<file path="config.mk">
export PLATFORM = sky130hd
export DESIGN_NAME = qvr_front_flat
export DESIGN_NICKNAME = d
export VERILOG_FILES = /design/src/rtl/qvr_pkg.sv /design/src/rtl/qvr_if.sv /design/src/rtl/qvr_front.sv /design/src/flat_wrapper.sv
export SDC_FILE = /design/constraint.sdc
export NUM_CORES = 1
export LEC_CHECK = 0
export ABC_AREA = 1
export BUFFER_PORTS_ARGS = -buffer_cell sky130_fd_sc_hd__buf_2
export CAP_MARGIN = 20
export CORE_AREA = 3 3 175 177
export CTS_CLUSTER_SIZE = 20
export DETAILED_ROUTE_END_ITERATION = 7
export DIE_AREA = 0 0 178 180
export PLACE_DENSITY_LB_ADDON = 0.12
export SYNTH_ARGS = -nofsm -noshare
export SYNTH_HDL_FRONTEND = slang
export SYNTH_SLANG_ARGS = --single-unit
</file>
<file path="constraint.sdc">
create_clock -name clk -period 12.47 [get_ports clk]
set_clock_uncertainty 0.1 [all_clocks]
set_input_delay 1.247 -clock clk [delete_from_list [all_inputs] [get_ports clk]]
set_output_delay 1.247 -clock clk [all_outputs]
set_load 0.01 [all_outputs]
</file>
<file path="src/rtl/qvr_pkg.sv">
// Shared constants for the quaternion vector rotate block.
// No dependencies; compile first.
package qvr_pkg;

  localparam int QVR_WIDTH       = 32;
  localparam int QVR_QUEUE_DEPTH = 4;

  // result status codes
  localparam logic [1:0] STATUS_OK        = 2'd0;
  localparam logic [1:0] STATUS_ZERO_NORM = 2'd1;
  localparam logic [1:0] STATUS_SAT       = 2'd2;

endpackage

</file>
<file path="src/rtl/qvr_if.sv">
// Valid/ready channel interfaces for the quaternion vector rotate block.
// Depends on qvr_pkg.
interface qvr_in_if #(parameter int WIDTH = qvr_pkg::QVR_WIDTH) ();
  logic                    valid;
  logic                    ready;
  logic signed [WIDTH-1:0] quat_w;
  logic signed [WIDTH-1:0] quat_x;
  logic signed [WIDTH-1:0] quat_y;
  logic signed [WIDTH-1:0] quat_z;
  logic signed [WIDTH-1:0] vec_x;
  logic signed [WIDTH-1:0] vec_y;
  logic signed [WIDTH-1:0] vec_z;

  modport source (output valid, quat_w, quat_x, quat_y, quat_z, vec_x, vec_y, vec_z,
                  input ready);
  modport sink   (input valid, quat_w, quat_x, quat_y, quat_z, vec_x, vec_y, vec_z,
                  output ready);
endinterface


</file>
<file path="src/rtl/qvr_front.sv">
// Front section: input register that takes items and flags a zero quaternion.
// Depends on qvr_pkg and qvr_if.
module qvr_front #(
  parameter int WIDTH = qvr_pkg::QVR_WIDTH
) (
  input  logic             clk,
  input  logic             rst,
  qvr_in_if.sink           item,
  output logic             out_valid,
  input  logic             out_ready,
  output logic [7*WIDTH:0] out_data
);
  logic             vld;
  logic [7*WIDTH:0] data;
  logic             zero;

  // N is a sum of squares, so it is zero exactly when all four parts are
  assign zero = (item.quat_w == '0) && (item.quat_x == '0) &&
                (item.quat_y == '0) && (item.quat_z == '0);

  assign item.ready = !vld || out_ready;
  assign out_valid  = vld;
  assign out_data   = data;

  always_ff @(posedge clk) begin
    if (rst) begin
      vld <= 1'b0;
    end else if (item.ready) begin
      vld <= item.valid;
    end
  end

  always_ff @(posedge clk) begin
    if (item.valid && item.ready) begin
      data <= {zero, item.quat_w, item.quat_x, item.quat_y, item.quat_z,
               item.vec_x, item.vec_y, item.vec_z};
    end
  end

endmodule

</file>
<file path="src/flat_wrapper.sv">
// flat-port wrapper written by rule: the top's interface ports become plain ports
module qvr_front_flat 
#(
  parameter int WIDTH = qvr_pkg::QVR_WIDTH
)
  (clk, rst, out_valid, out_ready, out_data, item_valid, item_quat_w, item_quat_x, item_quat_y, item_quat_z, item_vec_x, item_vec_y, item_vec_z, item_ready);
  qvr_in_if #(.WIDTH(WIDTH)) item_i ();
  input  logic clk;
  input  logic rst;
  output logic out_valid;
  input  logic out_ready;
  output logic [7*WIDTH:0] out_data;
  input wire logic [$bits(item_i.valid)-1:0] item_valid;
  input wire logic [$bits(item_i.quat_w)-1:0] item_quat_w;
  input wire logic [$bits(item_i.quat_x)-1:0] item_quat_x;
  input wire logic [$bits(item_i.quat_y)-1:0] item_quat_y;
  input wire logic [$bits(item_i.quat_z)-1:0] item_quat_z;
  input wire logic [$bits(item_i.vec_x)-1:0] item_vec_x;
  input wire logic [$bits(item_i.vec_y)-1:0] item_vec_y;
  input wire logic [$bits(item_i.vec_z)-1:0] item_vec_z;
  output wire logic [$bits(item_i.ready)-1:0] item_ready;
  assign item_i.valid = item_valid;
  assign item_i.quat_w = item_quat_w;
  assign item_i.quat_x = item_quat_x;
  assign item_i.quat_y = item_quat_y;
  assign item_i.quat_z = item_quat_z;
  assign item_i.vec_x = item_vec_x;
  assign item_i.vec_y = item_vec_y;
  assign item_i.vec_z = item_vec_z;
  assign item_ready = item_i.ready;
  qvr_front #(.WIDTH(WIDTH)) u_core (.clk(clk), .rst(rst), .item(item_i), .out_valid(out_valid), .out_ready(out_ready), .out_data(out_data));
endmodule
</file>
==> reports/results.tsv <==
stage	metric	value	unit
clocking	H-tree Lvls	1	
timing	setup tns final	0	ns
place	GPL Wtd Cong	0.732	
final_layout	layout cells sized above 1	57.2	%
global_routing	first-pass GRT wire length	29500	microns
clocking	CTS Root Buffer Type	clkbuf_16	
yosys	Mean Syn Cell Area	20.3	sq um
place	port bufs	454	
final_layout	antenna cells	0	
final_layout	most frequent cells in the layout	buf_2, edfxtp_1, nor2_1	
timing	hold slack final	0.451	ns
worst_setup_path	crit path max-delay cell type	buf_4	
floorplan	Core Rows	63	
clocking	clock sinks	226	
yosys	YS warnings	0	
worst_setup_path	Crit path max-delay family	buffers and inverters	
worst_setup_path	crit path DAT	3.18	ns
yosys	Syn Nets	586	
floorplan	area of the core	29400	sq um
worst_setup_path	R2R depth	3	
timing	unrepaired setup endpoints after global routing	false	
power_and_ir_drop	power per cell area	159	nW/um^2
worst_setup_path	Reg2Reg Capture Point	u_core.out_data[224]	
timing	fin crit share	25.1	%
final_layout	Nets	1070	
timing	Highest Clock Rate	0.319	GHz
global_routing	GRT overflow	0	
worst_setup_path	cell count along the critical path	5	
timing	Pins Over Slew Limit	0	
yosys	Synth top area share	92.9	%
clocking	Max clock buf depth	3	
worst_setup_path	reg2reg start	u_core.out_valid	
routing	first-pass iteration count of the detailed router	4	
routing	antenna-violating nets left	0	
global_routing	vias in the first global route	5008	
routing	Vias per Instance	3.86	
yosys	count of cell types in the netlist	6	
yosys	Synth Instances	358	
floorplan	die area	32000	sq um
worst_setup_path	R2R Setup Slk	9.83	ns
final_layout	Non-Filler Instances	1252	
floorplan	initial core utilization	24.7	%
routing	Routed WL	21100	microns
clocking	clock latency on the worst-skew pair	0.51	ns
clocking	post-CTS setup buffers	0	
worst_setup_path	CP endpoint kind	register	
worst_setup_path	Buf/Inv on CP	4	
timing	setup violators final	0	
clocking	post-CTS sizing	0	
timing	Max transition margin	40.9	%
clocking	TritonCTS buffer count	26	
hold_path	WHS Path Cells	2	
final_layout	commonest non-fill, non-tap cell in the layout	buf_2	
clocking	clock slew at reported path FFs	0.06	ns
routing	WL/cell	16.9	microns
worst_setup_path	cell chain of the critical path	buf_2 -> inv_1 -> a21oi_4 -> buf_12 -> buf_4	
hold_path	Hold Crit Class	reg -> reg	
yosys	flops & latches, synth	226	
worst_setup_path	Critical Setup Path Class	in -> reg	
floorplan	Die Y	180	microns
yosys	Synth area leaders	edfxtp_1, nor2_1, nand2_1	
routing	vias post-DR	4833	
run	Max-Cap Viols	0	
final_layout	P&R area growth vs syn	49.3	%
timing	Final Hold Viols	0	
worst_setup_path	worst endpoint required time	12.52	ns
yosys	Synth area leader	edfxtp_1	
power_and_ir_drop	LEAKAGE	4.55	nW
timing	worst slew pin tran	0.886	ns
routing	Detailed Route Iter0 Violations	176	
worst_setup_path	Critical Path Sink	u_core.out_data[224]	
final_layout	Layout fillers	2936	
power_and_ir_drop	total power	1.73	mW
floorplan	Ports	455	
final_layout	Final Core Density	36.9	%
run_status	status	completed	
global_routing	largest net degree at the start of global routing	159	
worst_setup_path	CP max FO	158	
routing	remaining routing DRC violations	0	
place	DP HPWL	16300	microns
worst_setup_path	max incr delay on CP	0.81	ns
floorplan	chip width	178	microns
yosys	sequential share of the synthesized area	93.2	%
global_routing	Overall Global Routing Usage	12.1	%
global_routing	initial antenna violation count	1	
clocking	CTS tree	done	
power_and_ir_drop	maximum vdd drop	0.0000980	V
worst_setup_path	Worst setup SP type	input port	
place	Inst Count DP	1204	
worst_setup_path	crit path from	out_ready	
yosys	mapped cell area	7270	sq um
clocking	CTS Hold Buffers Added	0	
timing	post-layout min period	3.13	ns
registers in the layout, summed over array words and instances (netlist names):
name              cells
u_core.out_data     225
u_core.out_valid      1
final cells by class:
class	instances	area, sq um	share of cell area, %
sequential	226	6780	62.4
timing repair buffer	456	2300	21.2
clock buffer	30	666	6.13
multi-input combinational	130	502	4.62
tap	390	488	4.49
clock inverter	18	119	1.09
inverter	2	7.51	0.0691
kinds of logic (layout without fill, tap and decap cells):
group	count (synthesis)	in the layout	synth area share, %
AND/OR/NAND/NOR	128	128	6.60
flip-flops	226	226	93.2
buffers and inverters	2	506	0.103
AO/OA/AOI/OAI	2	2	0.138
metal layers:
metal | GRT usage (%) | up-vias | wire length (microns)
met1 | 12.2 | 2222 | 6940
li1 | - | 2301 | -
met4 | 3.11 | 2 | 389
met3 | 5.18 | 33 | 2640
met5 | 0 | - | 13
met2 | 22.8 | 275 | 11100
report_power, final:
group / switching, mW / internal, mW / total [mW]
Sequential: 0.00972 / 0.890 / 0.900
Combinational: 0.0798 / 0.0564 / 0.136
Clock: 0.293 / 0.402 / 0.694
worst min-delay path by stage:
| stage | slack [ns] | from | endpoint |
|---|---|---|---|
| finish | 0.45 | u_core.out_valid | u_core.out_valid |
| global route | 0.50 | u_core.out_valid | u_core.out_valid |
| CTS | 0.45 | u_core.out_valid | u_core.out_valid |
| detailed placement | 0.43 | u_core.out_valid | u_core.out_valid |
| global placement | 0.42 | u_core.out_valid | u_core.out_valid |
| floorplan | 0.49 | u_core.out_valid | u_core.out_valid |
cells in the mapped netlist:
cell      count
inv_1         2
nand2_1      43
edfxtp_1    225
dfxtp_1       1
a21oi_1       2
nor2_1       85
stage by stage:
step / setup slack (ns) / cell area [sq um]
finish: 9.34 / 10900
global route: 9.26 / 10900
CTS: 9.42 / 10900
detailed placement: 8.87 / 10100
global placement: 8.83 / 10100
floorplan: 4.05 / 7280
worst reg2reg max path, stage by stage (launching register included):
cell	delay [ns]
dfxtp_1	0.35
a21oi_4	0.18
buf_12	0.59
buf_4	0.99
(Power assumes the default switching activity.)
