[src/rtl/qvr_pkg.sv]
// Shared constants for the quaternion vector rotate block.
// No dependencies; compile first.
package qvr_pkg;

  localparam int QVR_WIDTH       = 32;
  localparam int QVR_QUEUE_DEPTH = 4;

  // result status codes
  localparam logic [1:0] STATUS_OK        = 2'd0;
  localparam logic [1:0] STATUS_ZERO_NORM = 2'd1;
  localparam logic [1:0] STATUS_SAT       = 2'd2;

endpackage

[src/rtl/qvr_queue.sv]
// Small register FIFO between the front and back sections.
// Depends on qvr_pkg for the default depth.
module qvr_queue #(
  parameter int DATA_W = 8,
  parameter int DEPTH  = qvr_pkg::QVR_QUEUE_DEPTH
) (
  input  logic              clk,
  input  logic              rst,
  input  logic              push_valid,
  output logic              push_ready,
  input  logic [DATA_W-1:0] push_data,
  output logic              pop_valid,
  input  logic              pop_ready,
  output logic [DATA_W-1:0] pop_data
);
  localparam int AW = (DEPTH > 1) ? $clog2(DEPTH) : 1;
  localparam int CW = $clog2(DEPTH + 1);

  logic [DATA_W-1:0] mem [DEPTH];
  logic [AW-1:0]     wptr;
  logic [AW-1:0]     rptr;
  logic [CW-1:0]     count;
  logic              do_push;
  logic              do_pop;

  assign push_ready = (count != CW'(DEPTH));
  assign pop_valid  = (count != '0);
  assign pop_data   = mem[rptr];
  assign do_push    = push_valid && push_ready;
  assign do_pop     = pop_valid && pop_ready;

  always_ff @(posedge clk) begin
    if (do_push) begin
      mem[wptr] <= push_data;
    end
  end

  always_ff @(posedge clk) begin
    if (rst) begin
      wptr  <= '0;
      rptr  <= '0;
      count <= '0;
    end else begin
      if (do_push) begin
        wptr <= (wptr == AW'(DEPTH - 1)) ? '0 : wptr + 1'b1;
      end
      if (do_pop) begin
        rptr <= (rptr == AW'(DEPTH - 1)) ? '0 : rptr + 1'b1;
      end
      if (do_push && !do_pop) begin
        count <= count + 1'b1;
      end else if (do_pop && !do_push) begin
        count <= count - 1'b1;
      end
    end
  end

endmodule

[config.mk]
export PLATFORM = sky130hd
export DESIGN_NAME = qvr_queue
export DESIGN_NICKNAME = d
export VERILOG_FILES = /design/src/rtl/qvr_pkg.sv /design/src/rtl/qvr_queue.sv
export SDC_FILE = /design/constraint.sdc
export NUM_CORES = 1
export LEC_CHECK = 0
export BUFFER_PORTS_ARGS = -buffer_cell sky130_fd_sc_hd__buf_2
export CAP_MARGIN = 20
export CORE_AREA = 2 2 69 52
export CTS_BUF_LIST = sky130_fd_sc_hd__clkbuf_8
export DETAILED_ROUTE_END_ITERATION = 10
export DIE_AREA = 0 0 71 54
export HOLD_SLACK_MARGIN = 0.15
export PLACE_DENSITY_LB_ADDON = 0.12
export SYNTH_ARGS = -nofsm -noshare
export SYNTH_HDL_FRONTEND = slang
export SYNTH_SLANG_ARGS = --single-unit
export TNS_END_PERCENT = 10
[constraint.sdc]
create_clock -name clk -period 4.33 [get_ports clk]
set_input_delay 0.2165 -clock clk [delete_from_list [all_inputs] [get_ports clk]]
set_output_delay 0.2165 -clock clk [all_outputs]
set_load 0.05 [all_outputs]
==> flow_summary.yaml, run 1 <==
run_status:
  status: "complete, no violations"
clock_network:
  cts_buffers: 5
  clk_pin_slew_ns: 0.07
  cts_tree: "built"
  clk-insertion-delay-late_ns: 0.29
  numClockSinks: 41
  h-tree-depth: 2
  postCtsSetupBuffers: 0
  clockBufferDepth: 2
  cts_root_buf: "clkbuf_8"
final_layout:
  fin_util: 0.590
  fill_cells: 250
  nets: 140
  multiInputGateArea_um2: 464
  regArea_mm2: 0.00114
  final_cells: 162
  antennaDiodeCount: 0
  drive_gt1_frac: 0.369
  area.growth.synth_to_final_pct: 18.0
global_routing:
  gr-total-overflow: 0
  antenna_found_initial: 0
  grt_pass1_wl_um: 4040
  grt_max_degree: 14
  grt_pass1_vias: 893
  grt_use_total: 0.151
floorplanning:
  ios: 22
  rows: 18
  core_area_mm2: 0.00327
  initial_utilization: 0.500
  dieArea_mm2: 0.00383
  die_h_um: 54
  die_w_um: 71
detailed_routing:
  antenna_left: 0
  wl_um: 2520
  viasPerCell: 5.30
  drc_errors: 0
  drtIter0Drc: 31
  wl_per_cell_um: 15.6
  firstDrtPassIters: 4
  vias: 858
worst_setup_path:
  worstReg2RegEnd: "count[2]"
  r2r-start: "count[0]"
  critPathMaxFanout: 5
  crit_start: "count[0]"
  setup.worst_path.start_class: "flop"
  r2r_cells: 7
  r2r_slack_ns: 2.01
  critPathArrivalTime_ns: 2.54
  endpoint: "count[2]"
  crit_type: "flop to flop"
  cp.required_ns: 4.55
  endpoint_kind: "flop"
timing:
  worst_pin_slew_ns: 0.550
  fmax_ghz: 0.432
  hold_slack_ns: 0.154
  maxSlewViolCount: 0
  grt_setup_unrepaired: "false"
  final_hold_viol_count: 0
  post-route-min-period_ns: 2.32
  slew_headroom: 0.633
  post-route-period-util: 0.535
  finalSetupViolations: 0
  setup_tns_ns: 0
  clock_skew_ns: 0.00327
synth:
  syn_area_per_cell_um2: 18.2
  synthFlopType: "edfxtp_1"
  yosysTopAreaCellShare: 0.588
  synth_cell_type_count: 26
  synth_area_mm2: 0.00163
  synth-edff-count: 32
  yosys.cell_count.top_type: "edfxtp_1"
  synth_seq_area_share: 0.698
  yosysTopAreaCell: "edfxtp_1"
  synth_commonest_cells: "edfxtp_1 (32), dfxtp_1 (9), mux4_2 (8), ha_1 (6), and3_2 (4)"
  async_flop_share: 0
  ys_ff_latch: 41
  yosysWarnings: 0
  synth_nets: 109
  synthCells: 90
  synthTopCellsByArea: "edfxtp_1 (59%), dfxtp_1 (11%), mux4_2 (11%), ha_1 (4.6%), mux2i_1 (1.8%)"
placement:
  place_inst: 147
  dp_hpwl_um: 1770
  gp_congestion: 0.828
  io_buffers: 21
job:
  drv_cap: 0
power_and_ir_drop:
  ir_drop_mv: 0.284
  cellPowerDensity_mw_per_mm2: 605
  leakage_nw: 0.717
min_path:
  hold_class: "input port to flop"
per-layer routing:
layer	share of wire	global-route usage
met5	0	0
met3	0.048	0.0449
met1	0.44	0.174
met2	0.48	0.257
met4	0.028	0.0881
layout by cell type, fill, tap and decap left out, drive strengths merged:
| cell type | count |
|---|---|
| buf | 21 |
| dfxtp | 9 |
| mux2i | 3 |
| or3 | 3 |
| clkbuf | 5 |
| nor3 | 1 |
| o31ai | 2 |
| inv | 3 |
| nand3 | 1 |
| or3b | 1 |
| fa | 1 |
| mux4 | 8 |
| nand2 | 1 |
| and2 | 1 |
| o21ai | 1 |
| and3 | 4 |
| edfxtp | 32 |
| clkinvlp | 1 |
| clkinv | 2 |
| dlygate4sd3 | 7 |
| a21oi | 2 |
| nor2 | 3 |
| xor2 | 2 |
| nand2b | 2 |
| ha | 6 |
worst min path at each step:
stage	start	endpoint	depth (start not counted)
3_5_place_dp	push_data[0]	mem[0][0]	1
4_1_cts	push_data[5]	mem[3][5]	1
2_1_floorplan	push_data[0]	mem[0][0]	0
6_report	push_data[2]	mem[1][2]	1
5_1_grt	push_data[2]	mem[1][2]	1
3_3_place_gp	push_data[4]	mem[1][4]	1
flip-flops by register name, indices dropped and copies added, names as in the netlist, named ones only:
name	cells
wptr	2
rptr	2
count	3
mem	32
cell type report:
cell class,instances,area share
multi-input combinational,42,0.241
inverter,3,0.00584
clock buffer,5,0.0357
sequential,41,0.592
timing repair buffer,28,0.0909
tap,40,0.0260
clock inverter,3,0.00909
metrics by stage:
stage	power [mW]	area (µm²)	worst slack [ns]
6_report	1.17	1930	2.01
5_1_grt	1.24	1930	1.75
4_1_cts	1.18	1910	1.99
3_5_place_dp	0.940	1770	2.01
3_3_place_gp	0.930	1770	2.07
2_1_floorplan	0.858	1630	1.97
kinds of logic (layout without fill, tap and decap cells):
| group | count (synthesis) | after routing | share of synthesized area |
|---|---|---|---|
| compound gates | 5 | 5 | 0.0214 |
| xor+xnor | 2 | 2 | 0.0107 |
| fa+ha+maj | 7 | 7 | 0.0582 |
| buf+inv | 7 | 39 | 0.0176 |
| flops | 41 | 41 | 0.698 |
| mux | 11 | 11 | 0.129 |
| simple gates | 17 | 17 | 0.0651 |
where the power goes:
| part | internal [mW] | total [mW] | switching (mW) |
|---|---|---|---|
| Combinational | 0.146 | 0.398 | 0.252 |
| Clock | 0.111 | 0.237 | 0.126 |
| Sequential | 0.484 | 0.532 | 0.0480 |
timing repair:
| action | in CTS | in global routing |
|---|---|---|
| endpoints found under the hold margin | 18 | 8 |
| resized for setup | 0 | 0 |
| hold buffers | 5 | 2 |
worst max-delay path, cell delays in order (launching register included):
cell,delay [ns]
dfxtp_1,0.36
o31ai_1,0.48
ha_1,0.28
inv_1,0.06
fa_1,0.37
xor2_1,0.16
or3_2,0.40
a21oi_1,0.14
(Power assumes the default switching activity.)
==> run 2, diff against run 1 <==
- clock period: 4.33 -> 2.38 ns (I/O delays scaled with it)
==> run 2 against run 1 <==
  * Cell count rose by 2.5%
  * Sequential power rose by 82%
  * Design area rose by 1.6%
  * Setup slack got worse by 1.9 ns
  * Register-to-register slack got worse by 1.9 ns
  * Critical path depth did not move
  * Critical endpoint unchanged
==> flow_summary.yaml, run 2 (synthesis gave the netlist of run 1 again) <==
run_status:
  status: "complete, no violations"
timing:
  final_hold_viol_count: 0
  worst_pin_slew_ns: 0.550
  grt_setup_unrepaired: "false"
  post-route-min-period_ns: 2.25
  finalSetupViolations: 0
  setup_tns_ns: 0
  slew_headroom: 0.633
  fmax_ghz: 0.445
  maxSlewViolCount: 0
  clock_skew_ns: 0.00211
  post-route-period-util: 0.943
final_layout:
  drive_gt1_frac: 0.357
  largest_reg_flops: 32
  antennaDiodeCount: 0
  fill_cells: 245
  final_area_mm2: 0.00196
  top_register: "mem"
  nets: 144
  reg_top3: "mem (32), count (3)"
  area.growth.synth_to_final_pct: 19.8
  final_cell_mix: "edfxtp_1 (32), buf_2 (21), dfxtp_1 (9), dlygate4sd3_1 (9), mux4_2 (8)"
  final_common_cell: "edfxtp_1"
  fin_util: 0.600
power_and_ir_drop:
  p_clk_frac: 0.194
  ir_drop_mv: 0.452
  pwr-share-comb: 0.355
  leakage_nw: 0.740
  cellPowerDensity_mw_per_mm2: 1090
  switching_share: 0.364
  p_sw_mw: 0.780
  p_int_mw: 1.36
  power_frac_seq: 0.451
clock_network:
  cts_root_buf: "clkbuf_8"
  clockBufferDepth: 2
  cts_buffers: 5
  clk-insertion-delay-late_ns: 0.28
  h-tree-depth: 2
  clk_pin_slew_ns: 0.07
  cts-resized-gates: 0
  cts_tree: "built"
  numClockSinks: 41
global_routing:
  antenna_found_initial: 0
  met2_usage: 0.252
  grt_use_total: 0.154
  gr-usage-met3: 0.0468
  grt_pass1_wl_um: 4200
  grt_util_met1: 0.198
  grt-busiest-layer: "met2"
  grt_max_degree: 13
  gr-total-overflow: 0
  grt_pass1_vias: 854
detailed_routing:
  drtIter0Drc: 64
  firstDrtPassIters: 4
  drc_errors: 0
  vias: 876
  antenna_left: 0
  wl_um: 2540
  viasPerCell: 5.28
  wl_per_cell_um: 15.3
floorplanning:
  die_w_um: 71
  initial_utilization: 0.500
  ios: 22
  rows: 18
  dieArea_mm2: 0.00383
  die_h_um: 54
  core_area_mm2: 0.00327
placement:
  dp_hpwl_um: 1700
  placed_area_mm2: 0.00179
  io_buffers: 21
  gp_congestion: 0.833
worst_setup_path:
  setup.worst_path.start_class: "flop"
  critPathMaxFanout: 5
  cp_top_family: "adder cells"
  cp.required_ns: 2.59
  slowest_delay_ns: 0.41
  crit_type: "flop to flop"
  endpoint_kind: "flop"
  worstPathCellList: "o31ai_1 > ha_1 > inv_1 > fa_1 > xor2_1 > or3_2 > a21oi_1"
  slowest_stage: "o31ai_1"
  critPathArrivalTime_ns: 2.46
  crit_buf_inv: 1
min_path:
  hold_class: "input port to flop"
job:
  drv_cap: 0
## run 2: changes by cell type in the layout (fill, tap and decap cells not counted), sizes merged
cell / before / now
buf: 21 / 23
clkinv: 2 / 1
dlygate4sd3: 7 / 9
clkinvlp: 1 / 0
inv: 3 / 5
## run 2: worst paths after layout
check / from / endpoint / slack [ns] / cells after the start
max: count[1] / count[2] / 0.13 / 7
min: push_valid / wptr[0] / 0.16 / 3
max reg2reg: count[1] / count[2] / 0.13 / 7
min reg2reg: rptr[0] / flop / 0.50 / 2
## run 2: tightest hold or removal path: cells and delay by family
kind | cells | cell delay [ns]
buf+inv | 1 | 0.13
simple gates | 1 | 0.09
compound gates | 1 | 0.07
## run 2: final cells by class
| class | instances | area, µm² | area share |
|---|---|---|---|
| multi-input cells | 42 | 464 | 0.237 |
| inverters | 3 | 11.3 | 0.00575 |
| clock buffers | 5 | 68.8 | 0.0351 |
| clock inverters | 3 | 12.5 | 0.00639 |
| well taps | 40 | 50.0 | 0.0256 |
| repair buffers | 32 | 210 | 0.107 |
| flip-flops and latches | 41 | 1140 | 0.583 |
## run 2: power by group through the flow
stage / sequential (mW) / combinational, mW / clock [mW]
floorplan: 0.937 / 0.623 / 0
global placement: 0.980 / 0.734 / 0
detailed placement: 0.986 / 0.743 / 0
CTS: 0.970 / 0.761 / 0.421
global route: 0.987 / 0.823 / 0.460
finish: 0.967 / 0.760 / 0.416
## run 2: per-layer routing
| metal | up-vias | wire length, µm | share of wire |
|---|---|---|---|
| met4 | 0 | 14 | 0.0055 |
| met5 | - | 0 | 0 |
| li1 | 413 | - | - |
| met3 | 2 | 141 | 0.055 |
| met2 | 33 | 1200 | 0.47 |
| met1 | 428 | 1190 | 0.47 |
## run 2: what timing repair did
action | in CTS | in global routing
hold endpoints to repair | 40 | 0
hold buffers | 9 | 0
setup buffers | 0 | 0
## run 2: stage by stage
stage / total power, mW / std cells / hold WS (ns) / setup WS [ns]
after global placement: 1.71 / 149 / 0.330 / 0.320
final: 2.14 / 166 / 0.155 / 0.135
after global routing: 2.27 / 166 / 0.180 / 0.00895
after CTS: 2.15 / 166 / 0.151 / 0.162
after floorplan: 1.56 / 90 / 0.218 / 0.0151
after detailed placement: 1.73 / 149 / 0.338 / 0.178
